File: src/design/rv32s_pkg.sv
// ----------------------------------------------------------------------------
// rv32s_pkg: shared types and constants of the RV32 subset core
// Opcodes, decoded operation record, result record and defaults.
// ----------------------------------------------------------------------------
package rv32s_pkg;

    localparam int DATA_WORDS_DEF = 4096;
    localparam int REG_COUNT_DEF  = 16;
    localparam int REG_IDX_W      = 5;    // holds any index up to 32 registers
    localparam int PIDX_W         = 12;
    localparam int QUEUE_DEPTH    = 2;

    localparam logic [6:0] OP_ADD    = 7'b0110011;
    localparam logic [6:0] OP_ADDI   = 7'b0010011;
    localparam logic [6:0] OP_LUI    = 7'b0110111;
    localparam logic [6:0] OP_LOAD   = 7'b0000011;
    localparam logic [6:0] OP_STORE  = 7'b0100011;
    localparam logic [6:0] OP_JALR   = 7'b1100111;
    localparam logic [6:0] OP_CUSTOM = 7'b1010101;
    localparam logic [6:0] OP_SYSTEM = 7'b1110011;

    localparam logic [2:0] F3_BYTE   = 3'd0;
    localparam logic [2:0] F3_WORD   = 3'd2;
    localparam logic [2:0] F3_BYTE_U = 3'd4;

    localparam logic [31:0] FB_BASE  = 32'h2000_0000;
    localparam logic [31:0] FB_LIMIT = 32'h2004_0000;
    localparam logic [7:0]  BYTE_MASK = 8'hFF;

    typedef enum logic [1:0] {
        ST_DONE,
        ST_HALT_SYS,
        ST_HALT_INV,
        ST_IGNORED
    } status_t;

    typedef enum logic [3:0] {
        K_ADD,
        K_ADDI,
        K_LUI,
        K_LW,
        K_LBU,
        K_SW,
        K_SB,
        K_JALR,
        K_NOP,
        K_HALT_SYS,
        K_HALT_INV,
        K_PRELOAD
    } kind_t;

    // decoded item, as it travels from the front end to the back end
    typedef struct packed {
        kind_t                 kind;
        logic [REG_IDX_W-1:0]  rd;
        logic [REG_IDX_W-1:0]  rs1;
        logic [REG_IDX_W-1:0]  rs2;
        logic [31:0]           imm;   // immediate, or preload data
        logic [PIDX_W-1:0]     pidx;
    } op_t;

    typedef struct packed {
        logic [31:0] next_pc;
        status_t     status;
        logic        fb_valid;
        logic [7:0]  fb_x;
        logic [7:0]  fb_y;
        logic [31:0] fb_pixel;
    } result_t;

endpackage

File: src/design/rv32s_front.sv
// ----------------------------------------------------------------------------
// rv32s_front: instruction classifier
// Splits an incoming item into kind, folded register indices and immediate.
// ----------------------------------------------------------------------------
module rv32s_front import rv32s_pkg::*; #(
    parameter int REG_COUNT = REG_COUNT_DEF
) (
    input  logic              cmd,
    input  logic [31:0]       instruction,
    input  logic [PIDX_W-1:0] preload_index,
    input  logic [31:0]       preload_data,
    output op_t               op
);

    logic [6:0]  opcode;
    logic [2:0]  funct3;
    logic [31:0] imm_i;
    logic [31:0] imm_s;

    // index field taken modulo REG_COUNT (a single subtraction, exact for REG_COUNT of 16 or more)
    function automatic logic [REG_IDX_W-1:0] fold(input logic [4:0] f);
        logic [5:0] t;
        t = {1'b0, f};
        if (t >= 6'(REG_COUNT)) begin
            t = t - 6'(REG_COUNT);
        end
        return t[REG_IDX_W-1:0];
    endfunction

    assign opcode = instruction[6:0];
    assign funct3 = instruction[14:12];
    assign imm_i  = {{20{instruction[31]}}, instruction[31:20]};
    assign imm_s  = {{20{instruction[31]}}, instruction[31:25], instruction[11:7]};

    always_comb begin
        op      = '0;
        op.rd   = fold(instruction[11:7]);
        op.rs1  = fold(instruction[19:15]);
        op.rs2  = fold(instruction[24:20]);
        op.pidx = preload_index;
        op.kind = K_NOP;
        if (cmd) begin
            op.kind = K_PRELOAD;
            op.imm  = preload_data;
        end else begin
            case (opcode)
                OP_ADD: begin
                    op.kind = K_ADD;
                end
                OP_ADDI: begin
                    op.kind = K_ADDI;
                    op.imm  = imm_i;
                end
                OP_LUI: begin
                    op.kind = K_LUI;
                    op.imm  = {instruction[31:12], 12'b0};
                end
                OP_LOAD: begin
                    op.imm = imm_i;
                    if (funct3 == F3_WORD) begin
                        op.kind = K_LW;
                    end else if (funct3 == F3_BYTE_U) begin
                        op.kind = K_LBU;
                    end else begin
                        op.kind = K_NOP;
                    end
                end
                OP_STORE: begin
                    op.imm = imm_s;
                    if (funct3 == F3_WORD) begin
                        op.kind = K_SW;
                    end else if (funct3 == F3_BYTE) begin
                        op.kind = K_SB;
                    end else begin
                        op.kind = K_NOP;
                    end
                end
                OP_JALR: begin
                    op.kind = K_JALR;
                    op.imm  = imm_i;
                end
                OP_CUSTOM, OP_SYSTEM: begin
                    op.kind = K_HALT_SYS;
                end
                default: begin
                    op.kind = K_HALT_INV;
                end
            endcase
        end
    end

endmodule

File: config.mk
export PLATFORM = sky130hd
export DESIGN_NAME = rv32s_front
export DESIGN_NICKNAME = d
export VERILOG_FILES = /design/src/design/rv32s_pkg.sv /design/src/design/rv32s_front.sv
export SDC_FILE = /design/constraint.sdc
export NUM_CORES = 1
export LEC_CHECK = 0
export BUFFER_PORTS_ARGS = -buffer_cell sky130_fd_sc_hd__buf_2
export CAP_MARGIN = 20
export CORE_MARGIN = 2
export CORE_UTILIZATION = 35
export DETAILED_ROUTE_END_ITERATION = 7
export PLACE_DENSITY = 0.85
export SYNTH_ARGS = -nofsm -noshare
export SYNTH_HDL_FRONTEND = slang
export SYNTH_SLANG_ARGS = --single-unit
File: constraint.sdc
create_clock -name vclk -period 1.65
set_input_delay 0.2475 -clock vclk [all_inputs]
set_output_delay 0.2475 -clock vclk [all_outputs]
set_load 0.02 [all_outputs]
==> results.md <==
* Avg Inst Size Synth at 7.01 sq um
* Final Critical Period at 1670 ps
* Arr. time, crit path at 1430 ps
* Number of global-route vias before repair at 1221
* Worst Hold Slack at 495 ps
* Cells after synthesis at 168
* I/O pins at 140
* Area occupied by registers at 0 sq um
* CP max-delay cell: a21oi_4
* Tot GR Track Use at 0.181
* FF+latch count at 0
* CP Max Fanout at 9
* Critical path class: input pin to primary output
* Routed wire length at 4.57 mm
* Die W at 62 um
* Cell mode on critical path: buf_6
* Total global routing overflow at 0
* Fin crit share at 1.01
* Register area share after synthesis at 0
* Placed Cells at 303
* Total Power at 0.532 mW
* CP required at 1400 ps
* Fraction of final layout cells sized beyond drive strength 1 at 0.710
* Clock buffer count at 0
* Post-Synthesis Cell Area at 1180 sq um
* Initial antenna violation count at 0
* Vias per cell at 5.03
* DRC viols at 0
* CP delay by family, top: compound AO/OA/AOI/OAI gates
* Top cell type's share of synthesized area at 0.185
* Worst Hold Class: input pin to primary output
* CP max stage delay at 300 ps
* Pwr dens at 257 nW/um^2
* Peak VDD IR at 0.109 mV
* Pin count of the biggest net entering global routing at 20
* # diodes at 0
* RSZ-0062 raised after global routing: true
* Layout Cells excl Fill at 315
* Routability cong. at 0.857
* Total of max-cap violations at 0
* Per-cell routed wire length at 14.5 um
* # nets final at 348
* Hold bufs inserted after CTS at 0
* Final Hold Violating Endpoints at 0
* CP Capture Point: op[12]
* Post-detail-place hpwl at 3.29 mm
* Global-route wire length before repair at 5.34 mm
* Core area at 3280 sq um
* Largest cells by area after synthesis: buf_4 18%, nand2_1 8.6%, a21oi_2 8.2%
* Port bufs at 113
* Fmax at 597 MHz
* Crit. End Element: primary output
* Crit-path cells: buf_4 > buf_6 > nand4b_1 > a21oi_4 > a32oi_2 > o21ai_2 > buf_6
* CP Launch Point: instruction[5]
* Max-slew violations at 0
* # fillers at 265
* Most numerous cell in the Yosys netlist: buf_4
* YS warnings at 0
* DR vias at 1583
* Leakage at 0.984 nW
* # setup viols final at 5
* Synth top cells by count: 29 x buf_4, 27 x nand2_1, 12 x nor2b_1, 11 x a21oi_2, 10 x a21oi_1
* Distinct cells, synth at 41
* Placed cell areas at 1610 sq um
* Failing checks: negative setup slack
* Drt first pass iters at 4
* Site Rows at 21
* Initial Utilization at 0.358
* DIE AREA at 3840 sq um
* Status: finished, violations left
* CP bufs+invs at 3
* Startpoint types: input pin
* Yosys top cell by area: buf_4
* Post-route cell area at 2070 sq um
* Stages on worst setup path at 7
* Post-route setup slack at -24.7 ps
* Synthesis-to-finish area growth at 76.0%
* Initial detailed-routing violation count at 66
* Die Y at 62 um
* ANT nets after route at 0
## worst min path at each step
stage                          start  endpoint  slack, ps  cells past startpoint
floorplan           preload_index[0]     op[0]        610                      1
global placement    preload_index[0]     op[0]        500                      0
detailed placement  preload_index[0]     op[0]        500                      0
CTS                 preload_index[0]     op[0]        500                      0
global route        preload_index[1]     op[1]        500                      0
finish              preload_index[7]     op[7]        500                      0
## report_power, final
part	leakage [nW]	internal, mW	switching (mW)
registers	0	0	0
clock network	0	0	0
logic	0.984	0.259	0.272
total	0.984	0.259	0.272
## area by class of cell
cell class	count	area (sq um)	share of cell area
inverter	2	7.51	0.00362
multi-input combinational	128	977	0.472
tap	46	57.6	0.0278
timing repair buffer	139	1030	0.497
## cells by family after synthesis
kind of cell           count (synthesis)  share of synthesized area
AO/OA/AOI/OAI                         50                      0.325
XOR/XNOR                               3                     0.0223
AND/OR/NAND/NOR                       72                      0.366
other                                  1                    0.00319
buffers and inverters                 42                      0.284
## through the flow
step / worst slack, ps / setup TNS [ps] / util
finish: -24.7 / -54.0 / 0.631
CTS: -10.6 / -13.3 / 0.524
floorplan: 44.5 / 0 / -
global placement: -81.8 / -382 / 0.491
detailed placement: -117 / -810 / 0.491
global route: -112 / -1380 / 0.631
## cells in the final DEF, fill, tap and decap left out, types with 5 or more instances in the layout
| master | count |
|---|---|
| a22o_1 | 6 |
| and2b_2 | 8 |
| nand3_1 | 5 |
| buf_2 | 78 |
| a21oi_1 | 5 |
| nor2b_1 | 11 |
| buf_6 | 21 |
| nand2_1 | 20 |
| buf_4 | 33 |
| a21oi_2 | 15 |
| nand2_2 | 5 |
## repair_timing
item	CTS	global route
gates cloned	0	4
endpoints found under the setup margin	29	35
buffers inserted	3	5
pin swaps	8	22
resized for setup	24	70
## routing by layer
layer / global-route usage / up-vias / share of wire / wire length, um
met4: 0.0274 / 0 / 0.0096 / 44
met1: 0.222 / 711 / 0.38 / 1760
met2: 0.339 / 101 / 0.53 / 2410
met5: 0 / - / 0 / 0
met3: 0.0207 / 6 / 0.080 / 366
li1: - / 765 / - / -
(Power assumes the default switching activity.)
