==> config.mk <==
export PLATFORM = sky130hd
export DESIGN_NAME = rv32s_queue
export DESIGN_NICKNAME = d
export VERILOG_FILES = /design/src/design/rv32s_pkg.sv /design/src/design/rv32s_queue.sv
export SDC_FILE = /design/constraint.sdc
export NUM_CORES = 1
export LEC_CHECK = 0
export ABC_AREA = 1
export BUFFER_PORTS_ARGS = -buffer_cell sky130_fd_sc_hd__buf_2
export CORE_UTILIZATION = 45
export CTS_CLUSTER_SIZE = 24
export DETAILED_ROUTE_END_ITERATION = 8
export GPL_ROUTABILITY_DRIVEN = 0
export PLACE_DENSITY = 0.68
export SLEW_MARGIN = 20
export SYNTH_ARGS = -nofsm -noshare
export SYNTH_HDL_FRONTEND = slang
export SYNTH_SLANG_ARGS = --single-unit
==> constraint.sdc <==
create_clock -name aclk -period 11.4 [get_ports aclk]
set_input_delay 1.14 -clock aclk [delete_from_list [all_inputs] [get_ports aclk]]
set_output_delay 1.14 -clock aclk [all_outputs]
set_load 0.02 [all_outputs]
==> src/design/rv32s_pkg.sv <==
// ----------------------------------------------------------------------------
// rv32s_pkg: shared types and constants of the RV32 subset core
// Opcodes, decoded operation record, result record and defaults.
// ----------------------------------------------------------------------------
package rv32s_pkg;

    localparam int DATA_WORDS_DEF = 4096;
    localparam int REG_COUNT_DEF  = 16;
    localparam int REG_IDX_W      = 5;    // holds any index up to 32 registers
    localparam int PIDX_W         = 12;
    localparam int QUEUE_DEPTH    = 2;

    localparam logic [6:0] OP_ADD    = 7'b0110011;
    localparam logic [6:0] OP_ADDI   = 7'b0010011;
    localparam logic [6:0] OP_LUI    = 7'b0110111;
    localparam logic [6:0] OP_LOAD   = 7'b0000011;
    localparam logic [6:0] OP_STORE  = 7'b0100011;
    localparam logic [6:0] OP_JALR   = 7'b1100111;
    localparam logic [6:0] OP_CUSTOM = 7'b1010101;
    localparam logic [6:0] OP_SYSTEM = 7'b1110011;

    localparam logic [2:0] F3_BYTE   = 3'd0;
    localparam logic [2:0] F3_WORD   = 3'd2;
    localparam logic [2:0] F3_BYTE_U = 3'd4;

    localparam logic [31:0] FB_BASE  = 32'h2000_0000;
    localparam logic [31:0] FB_LIMIT = 32'h2004_0000;
    localparam logic [7:0]  BYTE_MASK = 8'hFF;

    typedef enum logic [1:0] {
        ST_DONE,
        ST_HALT_SYS,
        ST_HALT_INV,
        ST_IGNORED
    } status_t;

    typedef enum logic [3:0] {
        K_ADD,
        K_ADDI,
        K_LUI,
        K_LW,
        K_LBU,
        K_SW,
        K_SB,
        K_JALR,
        K_NOP,
        K_HALT_SYS,
        K_HALT_INV,
        K_PRELOAD
    } kind_t;

    // decoded item, as it travels from the front end to the back end
    typedef struct packed {
        kind_t                 kind;
        logic [REG_IDX_W-1:0]  rd;
        logic [REG_IDX_W-1:0]  rs1;
        logic [REG_IDX_W-1:0]  rs2;
        logic [31:0]           imm;   // immediate, or preload data
        logic [PIDX_W-1:0]     pidx;
    } op_t;

    typedef struct packed {
        logic [31:0] next_pc;
        status_t     status;
        logic        fb_valid;
        logic [7:0]  fb_x;
        logic [7:0]  fb_y;
        logic [31:0] fb_pixel;
    } result_t;

endpackage

==> src/design/rv32s_queue.sv <==
// ----------------------------------------------------------------------------
// rv32s_queue: decoupling queue
// Small FIFO of decoded items between front end and back end.
// ----------------------------------------------------------------------------
module rv32s_queue import rv32s_pkg::*; (
    input  logic aclk,
    input  logic aresetn,
    input  logic push,
    input  op_t  push_op,
    output logic full,
    input  logic pop,
    output op_t  pop_op,
    output logic empty
);

    localparam int PTR_W = (QUEUE_DEPTH > 1) ? $clog2(QUEUE_DEPTH) : 1;
    localparam int CNT_W = $clog2(QUEUE_DEPTH + 1);

    op_t              q_mem [QUEUE_DEPTH];
    logic [PTR_W-1:0] wr_ptr_reg, wr_ptr_next;
    logic [PTR_W-1:0] rd_ptr_reg, rd_ptr_next;
    logic [CNT_W-1:0] count_reg, count_next;
    logic             do_push, do_pop;

    function automatic logic [PTR_W-1:0] bump(input logic [PTR_W-1:0] p);
        return (p == PTR_W'(QUEUE_DEPTH - 1)) ? '0 : p + 1'b1;
    endfunction

    assign full    = (count_reg == CNT_W'(QUEUE_DEPTH));
    assign empty   = (count_reg == '0);
    assign do_push = push && !full;
    assign do_pop  = pop && !empty;
    assign pop_op  = q_mem[rd_ptr_reg];

    always_comb begin
        wr_ptr_next = do_push ? bump(wr_ptr_reg) : wr_ptr_reg;
        rd_ptr_next = do_pop ? bump(rd_ptr_reg) : rd_ptr_reg;
        count_next  = count_reg;
        if (do_push && !do_pop) begin
            count_next = count_reg + 1'b1;
        end else if (do_pop && !do_push) begin
            count_next = count_reg - 1'b1;
        end
    end

    always_ff @(posedge aclk) begin
        if (!aresetn) begin
            wr_ptr_reg <= '0;
            rd_ptr_reg <= '0;
            count_reg  <= '0;
        end else begin
            wr_ptr_reg <= wr_ptr_next;
            rd_ptr_reg <= rd_ptr_next;
            count_reg  <= count_next;
        end
    end

    always_ff @(posedge aclk) begin
        if (do_push) begin
            q_mem[wr_ptr_reg] <= push_op;
        end
    end

endmodule

==> impl_metrics.env, run 1 <==
export IMPL_status="completed"
export IMPL_grt_ovfl_total=0
export IMPL_design_area_mm2=0.006404
export IMPL_ios=132
export IMPL_cts_tree="yes"
export IMPL_ys_seq_area_share_pct=76.23
export IMPL_layout_drive_gt1_share_pct=58.78
export IMPL_grt_util_all_layers_pct=14.42
export IMPL_die_h_um=108.4
export IMPL_finClkSkew_ns=0.005990
export IMPL_cts_resized=0
export IMPL_yosysTopAreaCell="edfxtp_1"
export IMPL_hold_path_class="flip-flop to flip-flop"
export IMPL_path_class="flip-flop to primary output"
export IMPL_hold_violations=0
export IMPL_grt_pass1_vias=2437
export IMPL_first_iter_violations=135
export IMPL_grt_start_max_net_pins=64
export IMPL_syn_area_mm2=0.005095
export IMPL_setup_tns_ns=0
export IMPL_relSlewSlack_pct=42.53
export IMPL_io_buffers=131
export IMPL_synth_area_leaders="edfxtp_1, mux2_4, buf_12"
export IMPL_clock_fmax_mhz=293.2
export IMPL_vias_per_cell=4.720
export IMPL_wl_per_cell_um=15.34
export IMPL_num_vias=2516
export IMPL_fin_crit_ns=3.411
export IMPL_period_share_pct=29.92
export IMPL_start_util_pct=46.59
export IMPL_syn_nets=302
export IMPL_cts_max_level=4
export IMPL_rsz0062_at_grt="no"
export IMPL_dp_slack_ns=8.357
export IMPL_dr_pass1_iters=4
export IMPL_p_per_area_mw_per_mm2=237.6
export IMPL_worst_setup_path_start_kind="flip-flop"
export IMPL_async_reset_ff_share_pct=0
export IMPL_die_w_um=108.4
export IMPL_hpwl_mm=5.158
export IMPL_worstPathMaxFanout=33
export IMPL_peakVddDrop_mv=0.1083
export IMPL_slew_viol_final=0
export IMPL_worst_pin_slew_ns=0.8621
export IMPL_drt_total_wl_mm=8.177
export IMPL_n_antenna_cell=0
export IMPL_post_route_util_pct=58.56
export IMPL_die_area_mm2=0.01175
export IMPL_ys_flop_type="edfxtp_1"
export IMPL_cts_hold_buf=0
export IMPL_netlist_instances=234
export IMPL_place_area_mm2=0.005836
export IMPL_post_cts_buffers=0
export IMPL_largest_register_ffs=126
export IMPL_ant_nets=0
export IMPL_synth_cell_types=15
export IMPL_arrival_ns=2.27
export IMPL_yosysMostFrequentCell="edfxtp_1"
export IMPL_synth_edff_count=126
export IMPL_clk_latency_ns=0.40
export IMPL_yosys_area_top_type_share_pct=74.26
export IMPL_ys_ff_latch=131
export IMPL_max_cap_violations=0
export IMPL_synth_commonest_cells="edfxtp_1, mux2_4, nor2_1"
export IMPL_setup_violations=0
export IMPL_syn_area_per_cell_um2=21.77
export IMPL_cts_buffer_depth=2
export IMPL_grt_pass1_wl_mm=12.05
export IMPL_yosys_warnings=0
export IMPL_cp_data_required_time_ns=10.26
export IMPL_end_kind="primary output"
export IMPL_row_count=38
export IMPL_antenna_found_initial=1
export IMPL_drc_errors=0
export IMPL_leakagePower_nw=2.550
export IMPL_root_buffer="clkbuf_16"
export IMPL_nNetsFinal=448
export IMPL_clk_pin_slew_ns=0.05
export IMPL_cts_sinks=131
export IMPL_core_mm2=0.01094
export IMPL_area_delta_synth_final_pct=25.69
export IMPL_cts_buffers=17
export IMPL_setup_ws_ns=7.989
-- critical path: stages (launching register included) --
cell and delay [ns]:
dfxtp_4 0.72, buf_4 0.60, mux2_4 0.35, buf_2 0.16
-- cells in the final DEF (no fill, tap or decap), drive strengths merged, types with 3 or more instances in the layout --
cell type  Yosys  final
buf            7    134
edfxtp       126    126
mux2          63     63
clkbuf         0     17
nor2          11     11
inv            9      9
clkinv         0      8
nand2          6      6
clkinvlp       0      5
dfxtp          5      5
o21ai          3      3
-- area by class of cell --
type                       count  area (um2)
clock buffer                  17       425.4
sequential                   131        3887
clock inverter                15       142.6
fill                         873        4532
tap                          140       175.2
timing repair buffer         134       678.2
inverter                       9       33.78
multi-input combinational     87        1061
-- metrics by stage --
stage,total power [mW],hold slack [ns],cells
floorplan,0.9478,0.4669,234
global placement,1.024,0.4809,501
detailed placement,1.034,0.4885,501
CTS,1.545,0.5133,533
global route,1.592,0.5450,533
finish,1.522,0.5002,533
-- layer usage --
metal	up-vias	wire length [um]	GRT usage [%]
met5	-	0	0
met4	0	104	7.046
met3	7	600	6.028
met2	84	4177	23.82
met1	1232	3294	16.03
li1	1193	-	-
-- final timing paths --
kind / startpoint / cells after the start / slack, ns / to
setup / recovery: flip-flop / 3 / 7.99 / pop_op[42]
hold / removal: rd_ptr_reg / 2 / 0.50 / flip-flop
setup reg to reg: count_reg[0] / 3 / 9.67 / q_mem[1][61]
hold reg to reg: rd_ptr_reg / 2 / 0.50 / flip-flop
-- power by group --
group | internal (mW) | switching [mW] | total (mW)
registers | 0.611 | 0.0345 | 0.645
logic | 0.166 | 0.204 | 0.370
clock network | 0.318 | 0.188 | 0.506
total | 1.09 | 0.427 | 1.52
-- logic make-up after synthesis --
kind of cell             synth area share, %
AO/OA/AOI/OAI                         0.4665
adder cells (fa/ha/maj)               0.2455
buffers and inverters                  3.242
flip-flops                             76.23
multiplexers                           18.34
AND/OR/NAND/NOR                        1.473
No activity file was read; power rests on OpenSTA's default activity.
==> run 2: changes to the inputs <==
Settings changed: PLACE_DENSITY 0.68 to 0.7.
Clock period 11.4 ns to 2.8 ns, I/O delays scaled along.
==> impl_metrics.env, run 2 (synthesis gave the netlist of run 1 again) <==
export IMPL_final_common_cell="buf_2"
export IMPL_die_area_mm2=0.01175
export IMPL_grt_start_max_net_pins=42
export IMPL_p_switching_mw=1.722
export IMPL_mostFrequentLayoutCells="buf_2, edfxtp_1, mux2_4"
export IMPL_cts_max_level=4
export IMPL_period_share_pct=79.31
export IMPL_vias_per_cell=4.701
export IMPL_finClkSkew_ns=0.005123
export IMPL_hold_path_class="input port to flip-flop"
export IMPL_num_vias=2520
export IMPL_slew_viol_final=0
export IMPL_power_internal_mw=4.852
export IMPL_setup_violations=0
export IMPL_nNetsFinal=451
export IMPL_p_per_area_mw_per_mm2=1006
export IMPL_first_iter_violations=89
export IMPL_clk_latency_ns=0.39
export IMPL_arrival_ns=1.94
export IMPL_cts_sinks=131
export IMPL_antenna_found_initial=1
export IMPL_start_util_pct=46.59
export IMPL_end_kind="primary output"
export IMPL_p_sw_share_pct=26.19
export IMPL_status="completed"
export IMPL_grt_pass1_wl_mm=12.56
export IMPL_grt_pass1_vias=2562
export IMPL_fin_crit_ns=2.221
export IMPL_cts_tree="yes"
export IMPL_hpwl_mm=5.175
export IMPL_cp_data_required_time_ns=2.52
export IMPL_worst_pin_slew_ns=0.5657
export IMPL_cts_hold_buf=0
export IMPL_worst_setup_path_start_kind="flip-flop"
export IMPL_drt_total_wl_mm=8.075
export IMPL_wl_per_cell_um=15.07
export IMPL_hold_violations=0
export IMPL_dr_pass1_iters=4
export IMPL_share_seq_of_total_power_pct=39.9
export IMPL_p_clk_share_pct=36.9
export IMPL_pwr_share_comb_pct=23.2
export IMPL_clk_pin_slew_ns=0.05
export IMPL_post_route_util_pct=59.75
export IMPL_relSlewSlack_pct=62.29
export IMPL_cts_buffer_depth=2
export IMPL_drc_errors=0
export IMPL_setup_tns_ns=0
export IMPL_layout_drive_gt1_share_pct=59.09
export IMPL_max_cap_violations=0
export IMPL_io_buffers=131
export IMPL_ant_nets=0
export IMPL_area_delta_synth_final_pct=28.24
export IMPL_row_count=38
export IMPL_holdPathStages=1
export IMPL_die_w_um=108.4
export IMPL_clock_fmax_mhz=450.3
export IMPL_largest_register_ffs=126
export IMPL_grt_ovfl_total=0
export IMPL_whs_ns=0.07053
export IMPL_rsz0062_at_grt="no"
export IMPL_peakVddDrop_mv=0.5413
export IMPL_cts_buffers=17
export IMPL_ios=132
export IMPL_worstPathMaxFanout=29
export IMPL_leakagePower_nw=2.623
export IMPL_path_class="flip-flop to primary output"
export IMPL_p_total_mw=6.573
export IMPL_n_antenna_cell=0
export IMPL_cts_resized=0
export IMPL_post_cts_buffers=0
export IMPL_root_buffer="clkbuf_16"
export IMPL_core_mm2=0.01094
export IMPL_die_h_um=108.4
export IMPL_grt_util_all_layers_pct=14.68
export IMPL_r2r_cells=9
==> run 2: cell count changes in the layout (fill, tap and decap cells not counted) <==
cell        before  now
buf_4            3    5
clkinv_4         2    0
clkinv_1         2    0
clkbuf_1         0    2
clkbuf_8         0    4
bufinv_16        2    5
buf_12           0    1
clkinv_2         4    2
clkinvlp_4       5    2
==> run 2: stage by stage <==
step | setup WS (ns) | std cells | cell area (um2)
after global placement | 0.9594 | 504 | 5871
after detailed placement | 0.9472 | 504 | 5871
after CTS | 0.5159 | 536 | 6534
final | 0.5794 | 536 | 6534
after global routing | 0.4516 | 536 | 6534
after floorplan | -0.7972 | 234 | 5095
==> run 2: cell type report <==
cell class | count | area (um2)
fill | 824 | 4402
clock inverter | 9 | 175.2
clock buffer | 23 | 488.0
inverter | 9 | 33.78
timing repair buffer | 137 | 713.2
multi-input combinational | 87 | 1061
tap | 140 | 175.2
sequential | 131 | 3887
==> run 2: routing by layer <==
metal	GRT usage (%)	routed length (um)	vias to the layer above
li1	-	-	1199
met1	17.73	3332	1222
met2	23.60	4060	86
met3	5.967	583	11
met4	5.502	84	2
met5	0	13	-
==> run 2: worst max-delay path, cell delays in order, from the launching register on <==
cell     delay [ns]
dfxtp_4        0.71
buf_4          0.36
mux2_4         0.32
buf_2          0.16
==> run 2: final timing paths <==
kind	slack (ns)	from	to
setup / recovery	0.58	flip-flop	pop_op[26]
hold / removal	0.07	push_op[17]	q_mem[1][17]
setup reg to reg	1.26	count_reg[1]	count_reg[1]
hold reg to reg	0.51	rd_ptr_reg	rd_ptr_reg
==> run 2: power by group through the flow <==
stage	combinational, mW	clock (mW)	sequential (mW)
3_3_place_gp	1.54	0	2.65
6_report	1.53	2.42	2.62
5_1_grt	1.64	2.56	2.66
3_5_place_dp	1.55	0	2.67
4_1_cts	1.55	2.47	2.63
2_1_floorplan	1.26	0	2.60
